--- config.mk ---
export PLATFORM = sky130hd
export DESIGN_NAME = fde_cmd_queue
export DESIGN_NICKNAME = d
export VERILOG_FILES = /design/src/sv/framebuffer_draw_engine_top_assert.svh /design/src/sv/fde_pkg.sv /design/src/sv/fde_cmd_queue.sv
export SDC_FILE = /design/constraint.sdc
export NUM_CORES = 1
export LEC_CHECK = 0
export BUFFER_PORTS_ARGS = -buffer_cell sky130_fd_sc_hd__buf_2
export CAP_MARGIN = 5
export CORE_UTILIZATION = 35
export DETAILED_ROUTE_END_ITERATION = 12
export PLACE_DENSITY = 0.66
export SYNTH_ARGS = -nofsm -noshare
export SYNTH_HDL_FRONTEND = slang
export SYNTH_SLANG_ARGS = --single-unit
--- constraint.sdc ---
create_clock -name clk -period 18.4 [get_ports clk]
set_input_delay 3.68 -clock clk [delete_from_list [all_inputs] [get_ports clk]]
set_output_delay 3.68 -clock clk [all_outputs]
set_load 0.005 [all_outputs]
--- src/sv/framebuffer_draw_engine_top_assert.svh ---
// ----------------------------------------------------------------------------
// framebuffer draw engine assertion macros
// implication and next-cycle checks, empty when SYNTH is defined
// ----------------------------------------------------------------------------
`ifndef FRAMEBUFFER_DRAW_ENGINE_TOP_ASSERT_SVH
`define FRAMEBUFFER_DRAW_ENGINE_TOP_ASSERT_SVH

`ifndef SYNTH

// same-cycle implication
`define FDE_ASSERT_IMPL(lbl, clk, rst_n, ante, cons) \
	lbl: assert property (@(posedge clk) disable iff (!rst_n) (ante) |-> (cons)) \
		else $error("fde same-cycle check failed");

// next-cycle implication
`define FDE_ASSERT_NEXT(lbl, clk, rst_n, ante, cons) \
	lbl: assert property (@(posedge clk) disable iff (!rst_n) (ante) |=> (cons)) \
		else $error("fde next-cycle check failed");

`else

`define FDE_ASSERT_IMPL(lbl, clk, rst_n, ante, cons)
`define FDE_ASSERT_NEXT(lbl, clk, rst_n, ante, cons)

`endif

`endif

--- src/sv/fde_pkg.sv ---
// ----------------------------------------------------------------------------
// fde_pkg
// shared types and constants of the framebuffer draw engine
// ----------------------------------------------------------------------------
`default_nettype none

package fde_pkg;

	localparam int MAX_WIDTH  = 256;
	localparam int MAX_HEIGHT = 256;
	localparam int X_W        = $clog2(MAX_WIDTH);
	localparam int Y_W        = $clog2(MAX_HEIGHT);
	localparam int ADDR_W     = X_W + Y_W;
	localparam int FB_DEPTH   = MAX_WIDTH * MAX_HEIGHT;

	localparam int SIZE_W     = 9;
	localparam int CFG_IDX_W  = 2;

	localparam logic [CFG_IDX_W-1:0] CFG_ACTIVE_WIDTH  = 2'd0;
	localparam logic [CFG_IDX_W-1:0] CFG_ACTIVE_HEIGHT = 2'd1;

	localparam logic [2:0] MODE_PIXEL = 3'd0;
	localparam logic [2:0] MODE_FILL  = 3'd1;
	localparam logic [2:0] MODE_LINE  = 3'd2;
	localparam logic [2:0] MODE_RECT  = 3'd3;
	localparam logic [2:0] MODE_DISK  = 3'd4;
	localparam logic [2:0] MODE_READ  = 3'd5;

	localparam int QUEUE_DEPTH = 2;
	localparam int QPTR_W      = $clog2(QUEUE_DEPTH);

	typedef struct packed {
		logic [2:0] mode;
		logic [7:0] first_x;
		logic [7:0] first_y;
		logic [7:0] second_x;
		logic [7:0] second_y;
		logic [7:0] disk_radius;
		logic [7:0] pixel_value;
	} cmd_in_t;

	typedef struct packed {
		logic [7:0] read_value;
		logic       coord_error;
	} result_t;

	// back-end operations
	typedef enum logic [2:0] {
		OP_NOP     = 3'd0,
		OP_BOX     = 3'd1,
		OP_OUTLINE = 3'd2,
		OP_DISK    = 3'd3,
		OP_READ    = 3'd4
	} op_t;

	typedef struct packed {
		op_t            op;
		logic           err;
		logic [7:0]     value;
		logic [X_W-1:0] x_lo;
		logic [X_W-1:0] x_hi;
		logic [Y_W-1:0] y_lo;
		logic [Y_W-1:0] y_hi;
		logic [X_W-1:0] cx;
		logic [Y_W-1:0] cy;
		logic [15:0]    rr;
		logic [16:0]    dx2_init;
		logic [16:0]    dy2_init;
	} cmd_t;

endpackage

`default_nettype wire

--- src/sv/fde_cmd_queue.sv ---
// ----------------------------------------------------------------------------
// fde_cmd_queue
// short command queue between the front and the back end
// ----------------------------------------------------------------------------
`default_nettype none

module fde_cmd_queue (
	input  wire logic           clk,
	input  wire logic           arst_n,
	input  wire logic           push,
	input  wire fde_pkg::cmd_t  push_cmd,
	output logic                full,
	input  wire logic           pop,
	output logic                head_valid,
	output fde_pkg::cmd_t       head_cmd
);

	fde_pkg::cmd_t                slot_q [fde_pkg::QUEUE_DEPTH];
	logic [fde_pkg::QPTR_W-1:0]   wr_ptr_q;
	logic [fde_pkg::QPTR_W-1:0]   rd_ptr_q;
	logic [fde_pkg::QPTR_W:0]     count_q;

	localparam logic [fde_pkg::QPTR_W-1:0] PTR_LAST = fde_pkg::QPTR_W'(fde_pkg::QUEUE_DEPTH - 1);
	localparam logic [fde_pkg::QPTR_W:0]   CNT_FULL = (fde_pkg::QPTR_W + 1)'(fde_pkg::QUEUE_DEPTH);

	assign full       = (count_q == CNT_FULL);
	assign head_valid = (count_q != '0);
	assign head_cmd   = slot_q[rd_ptr_q];

	always_ff @(posedge clk or negedge arst_n) begin
		if (!arst_n) begin
			wr_ptr_q <= '0;
			rd_ptr_q <= '0;
			count_q  <= '0;
		end else begin
			if (push) begin
				wr_ptr_q <= (wr_ptr_q == PTR_LAST) ? '0 : wr_ptr_q + 1'b1;
			end
			if (pop) begin
				rd_ptr_q <= (rd_ptr_q == PTR_LAST) ? '0 : rd_ptr_q + 1'b1;
			end
			if (push && !pop) begin
				count_q <= count_q + 1'b1;
			end else if (pop && !push) begin
				count_q <= count_q - 1'b1;
			end
		end
	end

	always_ff @(posedge clk) begin
		if (push) begin
			slot_q[wr_ptr_q] <= push_cmd;
		end
	end

endmodule

`default_nettype wire

Word-level counts from Yosys, hierarchy flattened

Memories as Yosys holds them, arrays and structs flattened.
Index checks and enable logic that the tools add are counted.

Output and inout bits: 112
Flip-flop bits (word level): 4
Bits in writable memories: 220
Memories kept: 1
Input bits: 114
Word-level logic and storage cells: 21

Reduce and logical (&&, ||, !) cells: 6
Muxes and demuxes: 6
$add $sub $neg: 4
Equality and inequality tests: 1

Memories:

| memory | depth | bits a word | rd ports | clocked after memory_dff | wr ports | RTL line            | text |
|---|---|---|---|---|---|---|---|
| slot_q | 2     | 110         | 1        | 0                        | 1        | fde_cmd_queue.sv:18 | `fde_pkg::cmd_t slot_q [fde_pkg::QUEUE_DEPTH];` |

Operators with widths:

| operator                                                            | count |
|---|---|
| 1-bit two-way mux                                                   | 4 |
| 2-bit two-way mux                                                   | 2 |
| 2-bit nonzero test                                                  | 2 |
| 1-bit adder (second input constant)                                 | 2 |
| 2-bit by 1-bit adder with 2-bit output (second input constant)      | 1 |
| 2-bit equality test (second input constant)                         | 1 |
| 1-bit logical AND                                                   | 2 |
| 1-bit zero test                                                     | 2 |
| 2-bit by 1-bit subtractor with 2-bit output (second input constant) | 1 |

Logic depth before layout (Yosys ltp)

Word-level depth: 4
Mapped depth: 5
Depth with buffers taken out: 5

Worst setup path after synthesis

No wires, ideal clock.

Path type: input-to-reg
Start: in push
End: mem slot_q[0][0] in the netlist's numbering (enable)
Arrival time: 8.459 ns
Stages: 1
Setup time: 0.593 ns
Setup slack: 9.348 ns
Required time: 17.807 ns
Path buffers: 0
Cell sequence: nor2b_1

Word-level cells in the longest chain between the ends: 2

Ends and longest elaborated chain:

| item                                    | RTL line            | text |
|---|---|---|
| start: declaration                      | fde_cmd_queue.sv:10 | `input wire logic push,` |
| 1-bit two-way mux                       | fde_cmd_queue.sv:51 | `if (push) begin` |
| 1-bit two-way mux (implied by the code) | fde_cmd_queue.sv:52 | `slot_q[wr_ptr_q] <= push_cmd;` |
| end: declaration                        | fde_cmd_queue.sv:18 |  |

Every way passes these cells.

==> summary.md <==
| Metric | Value |
|---|---|
| Power after layout | 1.49 mW |
| GRT Overall Usage | 12.7% |
| Cell row count | 55 |
| Drt drc | 0 |
| Adder-cell share of the synthesized area | 0.153% |
| Latest clock arrival within the worst-skew pair | 0.50 ns |
| Area after DPL | 9590 sq um |
| CP max FO | 78 |
| Layout cells sized above 1 | 60.0% |
| Total core area | 22800 sq um |
| Power Dens Cells | 146 nW/um^2 |
| Setup-failing EPs final | 0 |
| Post-synthesis register bit count | 224 |
| TritonCTS Sinks | 224 |
| Vias/cell | 4.46 |
| Number of library cell types mapped by synthesis | 13 |
| Remaining antenna violation count after routing | 0 |
| CP Class | reg2out |
| H-tree depth | 1 |
| Post-synth design cell area | 8160 sq um |
| Post-synthesis sequential area ratio | 82.2% |
| Final hold violation count | 0 |
| Via count | 4119 |
| Wl on met1 | 6300 um |
| Largest family of logic cells by synthesized area | multiplexers |
| Die area | 23900 sq um |
| Tightest Pin Transition | 1.18 ns |
| Clock Path Buffers | 3 |
| Setup TNS | 0 ns |
| Period Utilization, post-route | 34.9% |
| Fmax | 156 MHz |
| Final-stage net count | 714 |
| Vias in the first global route | 4481 |
| Fill cell count | 1976 |
| Num ports | 226 |
| XOR/XNOR Fraction of Synth Area | 0.537% |
| Yosys warns | 0 |
| Cts bufs inserted | 23 |
| Seq. cell area | 6710 sq um |
| Post-Syn Nets | 473 |
| Initial Util | 35.8% |
| Complex-gate fraction of the synthesized area | 0% |
| Multi-input gate area | 1330 sq um |
| Setup bufs post-CTS | 0 |
| Port bufs | 225 |
| Mux share of post-synthesis cell area | 15.2% |
| Cells after Synth | 358 |
| Area delta synth->final | 25.3% |
| CTS resizes | 0 |
| Max-slew headroom | 21.0% |
| Routability Congestion | 0.730 |
| Final instance area | 10200 sq um |
| CP required | 14.72 ns |
| Routed WL per cell | 16.8 um |
| Largest net degree at the start of global routing | 87 |
| Width of the die | 155 um |
| Final slew viol count | 0 |
| Clk root buf | clkbuf_16 |
| WL final | 15500 um |
| Hold Path Class | reg2reg |
| Clock skew | 0.00916 ns |
| CTS tree | yes |
| Hold_buf cts | 0 |
| Antenna violations before repair | 1 |
| Initial drt markers | 177 |
| WP data arrival | 2.75 ns |
| Outcome | complete, no violations |
| Max-cap check violation count | 0 |
| Simple-gate portion of the synthesized area | 0.353% |
| P_leak | 3.80 nW |
| DR WL met3 | 944 um |
| RSZ-0062 raised after global routing | false |
| Gr ovfl total | 0 |
| DRT Pass-1 Iters | 4 |
| Peak VDD IR | 0.0981 mV |
| First-pass GRT wire length | 23600 um |
| Avg Cell Area, Syn | 22.8 sq um |
| Final HPWL DP | 10100 um |
| Wire length on met2 | 7760 um |
| Die height | 155 um |
| Top Layer Used | met5 |
| Minimum clock period | 6.43 ns |
| CTS clock-pin slew for the worst setup and hold paths | 0.06 ns |
| CP endpoint kind | output pin |
| Setup crit start kind | register |
## cell usage after synthesis
library cell	number	area share, %
ha_1	1	0.15
mux2_2	110	15
buf_6	10	1.4
nor2b_1	2	0.15
edfxtp_1	220	81
dfrtp_1	4	1.2
and2_1	1	0.077
xnor2_1	1	0.11
or2_2	1	0.077
buf_2	2	0.12
inv_1	1	0.046
xor2_1	4	0.43
nor2_1	1	0.046
## metal layers
layer	up-vias	track usage, %
li1	1899	-
met1	2027	14.7
met2	154	22.7
met3	37	3.31
met4	2	4.76
met5	-	0
## layout by cell type (no fill, tap or decap)
cell type    n
mux2_2     110
xor2_1       4
nor2b_1      1
nor2_1       1
nor2b_4      1
dfrtp_4      1
ha_1         1
inv_6        1
and2_4       1
clkbuf_1     8
or2_2        1
clkinv_1     4
clkbuf_16   23
buf_2      225
edfxtp_1   220
xnor2_1      1
dfrtp_1      3
diode_2      1
inv_1        1
buf_4        3
## cell families after synthesis
logic type	after synthesis
xor+xnor	5
fa+ha+maj	1
buf+inv	13
flops	224
mux	110
simple gates	5
## path summary, 6_finish.rpt
check	startpoint	cells past startpoint	to	slack (ns)
min in group asynchronous	arst_n	1	count_q[1]$_DFFE_PN0P_	2.98
max in group asynchronous	arst_n	1	rd_ptr_q$_DFFE_PN0P_	15.28
worst max-delay path	rd_ptr_q$_DFFE_PN0P_	3	head_cmd[109]	11.97
worst min register to register	count_q[1]$_DFFE_PN0P_	1	count_q[1]$_DFFE_PN0P_	0.49
worst min-delay path	count_q[1]$_DFFE_PN0P_	1	count_q[1]$_DFFE_PN0P_	0.49
worst max register to register	wr_ptr_q$_DFFE_PN0P_	2	slot_q[0][58]$_DFFE_PP_	15.88
## registers in the layout, indices dropped and copies added (netlist names)
register and flops:
slot_q 220, count_q 2, rd_ptr_q 1, wr_ptr_q 1
## per-stage QoR
step | setup WS, ns | std cells | hold slack (ns) | util [%]
6_report | 11.97 | 924 | 0.486 | 44.9
5_1_grt | 11.84 | 923 | 0.510 | 44.9
3_5_place_dp | 12.41 | 887 | 0.480 | 42.1
4_1_cts | 11.92 | 923 | 0.495 | 44.9
3_3_place_gp | 12.51 | 887 | 0.467 | 42.1
2_1_floorplan | 9.35 | 358 | 0.447 | -
## critical path, stage by stage (launching register included)
cell	delay, ns
dfrtp_4	0.73
buf_4	0.83
mux2_2	0.43
buf_2	0.13
## final cells by class
cell class                 count  area share, %
timing repair buffer         228           11.2
clock buffer                  31           5.93
tap                          313           3.83
inverter                       1         0.0367
sequential                   224           65.7
multi-input combinational    121           13.1
antenna                        1         0.0245
clock inverter                 5          0.233
## power by group
group          switching, mW  total, mW  leakage [nW]  internal [mW]
sequential            0.0378      0.717          2.11          0.679
clock                  0.171      0.398         0.304          0.227
combinational          0.181      0.373          1.38          0.192
Power figures use the tool's default switching activity.
