**src/sv/framebuffer_draw_engine_top_assert.svh**
```systemverilog
// ----------------------------------------------------------------------------
// framebuffer draw engine assertion macros
// implication and next-cycle checks, empty when SYNTH is defined
// ----------------------------------------------------------------------------
`ifndef FRAMEBUFFER_DRAW_ENGINE_TOP_ASSERT_SVH
`define FRAMEBUFFER_DRAW_ENGINE_TOP_ASSERT_SVH

`ifndef SYNTH

// same-cycle implication
`define FDE_ASSERT_IMPL(lbl, clk, rst_n, ante, cons) \
	lbl: assert property (@(posedge clk) disable iff (!rst_n) (ante) |-> (cons)) \
		else $error("fde same-cycle check failed");

// next-cycle implication
`define FDE_ASSERT_NEXT(lbl, clk, rst_n, ante, cons) \
	lbl: assert property (@(posedge clk) disable iff (!rst_n) (ante) |=> (cons)) \
		else $error("fde next-cycle check failed");

`else

`define FDE_ASSERT_IMPL(lbl, clk, rst_n, ante, cons)
`define FDE_ASSERT_NEXT(lbl, clk, rst_n, ante, cons)

`endif

`endif

```
**src/sv/fde_pkg.sv**
```systemverilog
// ----------------------------------------------------------------------------
// fde_pkg
// shared types and constants of the framebuffer draw engine
// ----------------------------------------------------------------------------
`default_nettype none

package fde_pkg;

	localparam int MAX_WIDTH  = 256;
	localparam int MAX_HEIGHT = 256;
	localparam int X_W        = $clog2(MAX_WIDTH);
	localparam int Y_W        = $clog2(MAX_HEIGHT);
	localparam int ADDR_W     = X_W + Y_W;
	localparam int FB_DEPTH   = MAX_WIDTH * MAX_HEIGHT;

	localparam int SIZE_W     = 9;
	localparam int CFG_IDX_W  = 2;

	localparam logic [CFG_IDX_W-1:0] CFG_ACTIVE_WIDTH  = 2'd0;
	localparam logic [CFG_IDX_W-1:0] CFG_ACTIVE_HEIGHT = 2'd1;

	localparam logic [2:0] MODE_PIXEL = 3'd0;
	localparam logic [2:0] MODE_FILL  = 3'd1;
	localparam logic [2:0] MODE_LINE  = 3'd2;
	localparam logic [2:0] MODE_RECT  = 3'd3;
	localparam logic [2:0] MODE_DISK  = 3'd4;
	localparam logic [2:0] MODE_READ  = 3'd5;

	localparam int QUEUE_DEPTH = 2;
	localparam int QPTR_W      = $clog2(QUEUE_DEPTH);

	typedef struct packed {
		logic [2:0] mode;
		logic [7:0] first_x;
		logic [7:0] first_y;
		logic [7:0] second_x;
		logic [7:0] second_y;
		logic [7:0] disk_radius;
		logic [7:0] pixel_value;
	} cmd_in_t;

	typedef struct packed {
		logic [7:0] read_value;
		logic       coord_error;
	} result_t;

	// back-end operations
	typedef enum logic [2:0] {
		OP_NOP     = 3'd0,
		OP_BOX     = 3'd1,
		OP_OUTLINE = 3'd2,
		OP_DISK    = 3'd3,
		OP_READ    = 3'd4
	} op_t;

	typedef struct packed {
		op_t            op;
		logic           err;
		logic [7:0]     value;
		logic [X_W-1:0] x_lo;
		logic [X_W-1:0] x_hi;
		logic [Y_W-1:0] y_lo;
		logic [Y_W-1:0] y_hi;
		logic [X_W-1:0] cx;
		logic [Y_W-1:0] cy;
		logic [15:0]    rr;
		logic [16:0]    dx2_init;
		logic [16:0]    dy2_init;
	} cmd_t;

endpackage

`default_nettype wire

```
**src/sv/fde_front.sv**
```systemverilog
// ----------------------------------------------------------------------------
// fde_front
// config registers, command accept and classification into back-end ops
// ----------------------------------------------------------------------------
`default_nettype none

module fde_front (
	input  wire logic                           clk,
	input  wire logic                           arst_n,
	input  wire logic                           cfg_valid,
	output logic                                cfg_ready,
	input  wire logic [fde_pkg::CFG_IDX_W-1:0]  cfg_index,
	input  wire logic [fde_pkg::SIZE_W-1:0]     cfg_data,
	input  wire logic                           in_valid,
	output logic                                in_stall,
	input  wire fde_pkg::cmd_in_t               in_data,
	input  wire logic                           q_full,
	input  wire logic                           clearing,
	output logic                                push,
	output fde_pkg::cmd_t                       push_cmd
);

	logic [fde_pkg::SIZE_W-1:0] width_q;
	logic [fde_pkg::SIZE_W-1:0] height_q;

	logic       in1, in2, area_ok, axis_ok;
	logic [7:0] x_lim, y_lim;
	logic [7:0] x_min, x_max, y_min, y_max;
	logic [7:0] xs, ys, xe, ye, dmx, dmy;
	logic [8:0] xe9, ye9;
	logic [15:0] dx2, dy2, rr;

	assign cfg_ready = 1'b1;

	always_ff @(posedge clk or negedge arst_n) begin
		if (!arst_n) begin
			width_q  <= 9'd256;
			height_q <= 9'd256;
		end else if (cfg_valid) begin
			if (cfg_index == fde_pkg::CFG_ACTIVE_WIDTH) begin
				width_q <= cfg_data;
			end else if (cfg_index == fde_pkg::CFG_ACTIVE_HEIGHT) begin
				height_q <= cfg_data;
			end
		end
	end

	assign in_stall = q_full | clearing;
	assign push     = in_valid & ~in_stall;

	always_comb begin
		in1 = ({1'b0, in_data.first_x} < width_q) && ({1'b0, in_data.first_y} < height_q);
		in2 = ({1'b0, in_data.second_x} < width_q) && ({1'b0, in_data.second_y} < height_q);
		area_ok = (width_q != '0) && (height_q != '0);
		axis_ok = (in_data.first_x == in_data.second_x) || (in_data.first_y == in_data.second_y);

		// last usable column and row, sizes above the frame act as the frame
		x_lim = width_q[8]  ? 8'hFF : 8'(width_q[7:0] - 8'd1);
		y_lim = height_q[8] ? 8'hFF : 8'(height_q[7:0] - 8'd1);

		x_min = (in_data.first_x < in_data.second_x) ? in_data.first_x : in_data.second_x;
		x_max = (in_data.first_x < in_data.second_x) ? in_data.second_x : in_data.first_x;
		y_min = (in_data.first_y < in_data.second_y) ? in_data.first_y : in_data.second_y;
		y_max = (in_data.first_y < in_data.second_y) ? in_data.second_y : in_data.first_y;

		// clipped disk bounding box
		xs  = (in_data.first_x > in_data.disk_radius) ?
			8'(in_data.first_x - in_data.disk_radius) : 8'd0;
		ys  = (in_data.first_y > in_data.disk_radius) ?
			8'(in_data.first_y - in_data.disk_radius) : 8'd0;
		xe9 = {1'b0, in_data.first_x} + {1'b0, in_data.disk_radius};
		ye9 = {1'b0, in_data.first_y} + {1'b0, in_data.disk_radius};
		xe  = (xe9 > {1'b0, x_lim}) ? x_lim : xe9[7:0];
		ye  = (ye9 > {1'b0, y_lim}) ? y_lim : ye9[7:0];

		// squared distance at the box corner, offset is min(center, radius)
		dmx = (in_data.first_x < in_data.disk_radius) ? in_data.first_x : in_data.disk_radius;
		dmy = (in_data.first_y < in_data.disk_radius) ? in_data.first_y : in_data.disk_radius;
		dx2 = 16'(dmx) * 16'(dmx);
		dy2 = 16'(dmy) * 16'(dmy);
		rr  = 16'(in_data.disk_radius) * 16'(in_data.disk_radius);

		push_cmd          = '0;
		push_cmd.op       = fde_pkg::OP_NOP;
		push_cmd.value    = in_data.pixel_value;
		push_cmd.cx       = in_data.first_x;
		push_cmd.cy       = in_data.first_y;
		push_cmd.rr       = rr;
		push_cmd.dx2_init = {1'b0, dx2};
		push_cmd.dy2_init = {1'b0, dy2};

		case (in_data.mode)
			fde_pkg::MODE_PIXEL: begin
				if (in1) begin
					push_cmd.op   = fde_pkg::OP_BOX;
					push_cmd.x_lo = in_data.first_x;
					push_cmd.x_hi = in_data.first_x;
					push_cmd.y_lo = in_data.first_y;
					push_cmd.y_hi = in_data.first_y;
				end
			end
			fde_pkg::MODE_FILL: begin
				if (area_ok) begin
					push_cmd.op   = fde_pkg::OP_BOX;
					push_cmd.x_lo = '0;
					push_cmd.x_hi = x_lim;
					push_cmd.y_lo = '0;
					push_cmd.y_hi = y_lim;
				end
			end
			fde_pkg::MODE_LINE: begin
				if (in1 && in2 && axis_ok) begin
					push_cmd.op   = fde_pkg::OP_BOX;
					push_cmd.x_lo = x_min;
					push_cmd.x_hi = x_max;
					push_cmd.y_lo = y_min;
					push_cmd.y_hi = y_max;
				end else begin
					push_cmd.err = 1'b1;
				end
			end
			fde_pkg::MODE_RECT: begin
				if (in1 && in2) begin
					push_cmd.op   = fde_pkg::OP_OUTLINE;
					push_cmd.x_lo = x_min;
					push_cmd.x_hi = x_max;
					push_cmd.y_lo = y_min;
					push_cmd.y_hi = y_max;
				end else begin
					push_cmd.err = 1'b1;
				end
			end
			fde_pkg::MODE_DISK: begin
				if (area_ok && (xs <= x_lim) && (ys <= y_lim)) begin
					push_cmd.op   = fde_pkg::OP_DISK;
					push_cmd.x_lo = xs;
					push_cmd.x_hi = xe;
					push_cmd.y_lo = ys;
					push_cmd.y_hi = ye;
				end
			end
			fde_pkg::MODE_READ: begin
				if (in1) begin
					push_cmd.op   = fde_pkg::OP_READ;
					push_cmd.x_lo = in_data.first_x;
					push_cmd.y_lo = in_data.first_y;
				end
			end
			default: begin
				push_cmd.op = fde_pkg::OP_NOP;
			end
		endcase
	end

endmodule

`default_nettype wire

```
**config.mk**
```make
export PLATFORM = sky130hd
export DESIGN_NAME = fde_front
export DESIGN_NICKNAME = d
export VERILOG_FILES = /design/src/sv/framebuffer_draw_engine_top_assert.svh /design/src/sv/fde_pkg.sv /design/src/sv/fde_front.sv
export SDC_FILE = /design/constraint.sdc
export NUM_CORES = 1
export LEC_CHECK = 0
export ABC_AREA = 0
export BUFFER_PORTS_ARGS = -buffer_cell sky130_fd_sc_hd__buf_4
export CAP_MARGIN = 20
export CORE_MARGIN = 5
export CORE_UTILIZATION = 40
export DETAILED_ROUTE_END_ITERATION = 8
export PLACE_DENSITY = 0.6
export SETUP_SLACK_MARGIN = 0.15
export SYNTH_ARGS = -nofsm -noshare
export SYNTH_HDL_FRONTEND = slang
export SYNTH_SLANG_ARGS = --single-unit
```
**constraint.sdc**
```tcl
create_clock -name clk -period 12.9 [get_ports clk]
set_input_delay 2.58 -clock clk [delete_from_list [all_inputs] [get_ports clk]]
set_output_delay 2.58 -clock clk [all_outputs]
set_load 0.005 [all_outputs]
```
## Word-level counts from Yosys, hierarchy flattened

Cells that the tools add are included.

| word-level totals | value |
|---|---|
| bits in registers | 18 |
| output and inout bits | 113 |
| input port bits | 68 |

| operators by class | value |
|---|---|
| multiplexer cells | 33 |
| equal/unequal tests | 8 |
| reductions and logical operators | 14 |
| add/sub/neg operators | 6 |
| $mul | 3 |
| bitwise operators | 4 |
| $lt $le $gt $ge | 14 |

Operators with widths:

| operator | number |
|---|---|
| two-way mux 32 bit | 4 |
| two-way mux 8 bit | 14 |
| case mux 8 bit (6 select lines) | 2 |
| case mux 8 bit (5 select lines) | 2 |
| multiplier 8 x 8 -> 16 bit | 3 |
| less-than comparator 8 x 9 -> 1 bit | 4 |
| less-than comparator 8 bit | 4 |
| two-way mux 24 bit | 1 |
| adder 8 x 8 -> 9 bit | 2 |
| greater-than comparator 9 x 8 -> 1 bit | 2 |
| case mux 3 bit (6 select lines) | 1 |
| nonzero test 9 bit | 2 |
| == test 8 bit | 2 |
| greater-than comparator 8 bit | 2 |
| less-or-equal comparator 8 bit | 2 |
| subtractor 8 x 1 -> 8 bit (second input constant) | 2 |
| subtractor 8 bit | 2 |
| logical AND 1 bit | 7 |
| == test 3 x 2 -> 1 bit (second input constant) | 2 |
| == test 3 bit (second input constant) | 2 |
| two-way mux 1 bit | 5 |
| two-way mux 2 bit | 2 |
| == test 3 x 1 -> 1 bit (second input constant) | 1 |
| logical NOT 3 bit | 1 |
| other kinds (10) | 11 |

## Longest topological paths before layout

| depth | value |
|---|---|
| depth in word-level cells | 7 |
| depth in mapped cells | 27 |
| gate-level depth less buffers | 25 |

## Worst setup path before layout

OpenSTA, ideal clock, no wires.

| timing | value |
|---|---|
| kind | in2out |
| start | input in_data[13] (netlist bit) |
| end | output push_cmd[32] (netlist bit) |
| buffers on the path | 3 |
| stages | 25 |
| setup slack | 1.642 ns |
| arrival | 8.678 ns |
| cell sequence | clkbuf_1 inv_1 ha_1 clkbuf_1 a21oi_1 o21ai_0 a21oi_1 buf_1 mux2i_1 or2_2 inv_1 fa_1 fa_1 inv_1 fa_1 fa_1 inv_1 ha_1 nor3_1 nor2_1 a31oi_1 nor2b_1 o21a_1 o41ai_1 xnor2_1 |

RTL lines:

| item | RTL line | source |
|---|---|---|
| from (decl) | fde_front.sv:16 | `input wire fde_pkg::cmd_in_t in_data,` |
| to (decl) | fde_front.sv:20 | `output fde_pkg::cmd_t push_cmd` |

==> metrics <==
Yosys reg bits 18; clk_skew 0 ps; worst-margin pin slew 908 ps; largest net degree at the start of global routing 25; PortBufs 158; io pins 181; hold_buf cts 0; cts bufs inserted 3; max_cap viols 0; Synth Flop Type dfrtp_1; Syn Area/Cell 7.89 µm²; Core Box Area 25000 µm²; first-pass GRT wire length 46700 µm; Yosys warning count 0; Initial Util 0.403; grt total ovfl 0; Synth area leaders ha_1 24%, fa_1 16%, inv_1 7.9%; most common cell in the netlist inv_1; HP Class reg -> reg; Post-synth ARST share 1.00; Yosys top cell area share 0.244; total global-route track usage 0.197; unrepaired setup endpoints after global routing false; Via-to-Cell Ratio 5.32; PostCTS Resize Cnt 0; Detail Placement HPWL 24600 µm; initial DRC count 547; final clock period utilization by the worst path 0.931; Slew Limit Fails 0; Pre-antenna DRT Iters 5; Filler Cell Count 2541; Clk Latency, worst-skew pair 250 ps; share of layout cells above drive strength 1 0.145; crit end category output pin; Synth top cells by count 213 x inv_1, 197 x ha_1, 141 x nor2_1; final setup fails 0; relative slew slack 0.377; Final Hold Violating Endpoints 0; Synth Cell Area between 10000 and 15000 µm²; placed cell areas ~11000 µm²; Routed Antenna Nets 0; outcome completed; Final Power 1.90 mW; minimum clock period after layout ~12000 ps; Die W about 170 µm; Setup Crit Path Kind in -> out; CP startpoint kind input pin; aggregate negative setup slack 0 ps; Syn Inst Count 1278; Vias between 9k and 10k; RD Place Congestion 0.920; sequential share of the synthesized area 0.0449; Clock transition at path regs 50 ps; EDFF count, synth 0; Clock Root Buffer clkbuf_16; Post-route DRC 0; biggest area consumer among synthesized cells ha_1; fin area ~12000 µm²; initial antenna violation count 0; FMAX 83.2 MHz; Layout area overhead 14.1%; CTS tree done; Netlist cell types 70; Die Area roughly 28000 µm²; CTS max path bufs 2; power per cell area 165 nW/µm²; Hold Slack ~570 ps; setup bufs post-CTS 0; Crit path arrival time between 9000 and 10000 ps; average wire per standard cell 16.5 µm; vias in the first global route 9221; ANT cells 0; worst-path fanout max 9; total wire length about 29000 µm; Req. time, crit path roughly 10000 ps; Static Leak 6.00 nW; Rows 58; clk sinks 18; peak supply drop ~140 µV; H-tree lvl count 1; nets@finish roughly 1.7k; die height 169 µm
-- logic make-up after synthesis --
family / count (synthesis) / share of synthesized area
multiplexers: 28 / 0.0293
buffers and inverters: 268 / 0.112
XOR/XNOR: 78 / 0.0678
AO/OA/AOI/OAI: 232 / 0.164
AND/OR/NAND/NOR: 376 / 0.180
adder cells (fa/ha/maj): 276 / 0.401
flip-flops: 18 / 0.0449
other: 2 / 0.000745
-- path summary, 6_finish.rpt --
kind                                endpoint  slack [ps]  depth (start not counted)         from
min in group asynchronous         width_q[0]        2190                          1       arst_n
max in group asynchronous        height_q[8]       10460                          1       arst_n
worst min register to register   height_q[3]         570                          1  height_q[3]
worst max-delay path            push_cmd[31]         880                         27  in_data[40]
worst max register to register    width_q[8]       11920                          1   width_q[8]
worst min-delay path             height_q[3]         570                          1  height_q[3]
-- flip-flops by register name, summed over array words and instances, names as in the netlist --
name,cells
height_q,9
width_q,9
-- critical path: stages --
cell and delay (ps):
buf_4 140, inv_1 140, ha_1 200, inv_1 50, fa_1 390, a21oi_1 140
o21bai_1 100, a21oi_1 530, buf_4 280, mux2i_1 670, or2_2 260, inv_1 60
fa_1 480, fa_1 540, inv_1 50, fa_1 500, fa_1 540, inv_1 40
ha_1 250, nor3_1 150, o211ai_1 130, a31oi_1 310, nor2b_1 90, o21a_1 190
o41ai_1 310, xnor2_1 180, buf_4 140
-- cells in the final DEF, fill, tap and decap left out, types with 5 or more instances in the layout --
cell,count
ha_1,197
inv_1,213
o21ai_0,24
and4_1,6
o41ai_1,6
a31oi_1,7
o2111ai_1,7
or3_1,8
nand2b_1,22
a21oi_1,59
xnor2_1,63
a221o_1,8
fa_1,79
xor2_1,15
and2_1,8
and3_1,6
a32oi_1,7
nand3_1,23
o21a_1,10
o221ai_1,17
a211oi_1,5
nand2_1,70
nor2b_1,18
nor2_1,141
nor3_1,28
o211ai_1,19
or2_2,14
mux2i_1,16
nand4_1,14
a21o_1,15
mux2_2,12
conb_1,8
o2bb2ai_1,6
dfrtp_1,16
o21bai_1,8
buf_4,165
-- layer usage --
layer | share of wire | vias up | track usage
met2 | 0.45 | 248 | 0.326
met4 | 0.013 | 0 | 0.0325
met3 | 0.055 | 23 | 0.0203
met1 | 0.48 | 4344 | 0.283
met5 | 0 | - | 0
li1 | - | 4576 | -
-- through the flow --
stage | util | cells | setup WS (ps)
2_1_floorplan | - | 1284 | 1640
3_3_place_gp | 0.457 | 1724 | 893
3_5_place_dp | 0.457 | 1724 | 897
4_1_cts | 0.460 | 1727 | 866
5_1_grt | 0.460 | 1727 | 306
6_report | 0.460 | 1727 | 885
-- power by group --
group | switching, mW | internal (mW)
Sequential | 0.0164 | 0.0679
Combinational | 0.886 | 0.866
Clock | 0.0213 | 0.0409
-- final cells by class --
| cell class | count | area, µm² | area share |
|---|---|---|---|
| Multi-Input combinational cell | 998 | 8530 | 0.741 |
| Timing Repair Buffer | 165 | 1240 | 0.108 |
| Inverter | 213 | 800 | 0.0695 |
| Sequential cell | 18 | 453 | 0.0394 |
| Tap cell | 330 | 413 | 0.0359 |
| Clock buffer | 3 | 75.1 | 0.00652 |
Note: power is estimated with default switching activity, not from simulation.
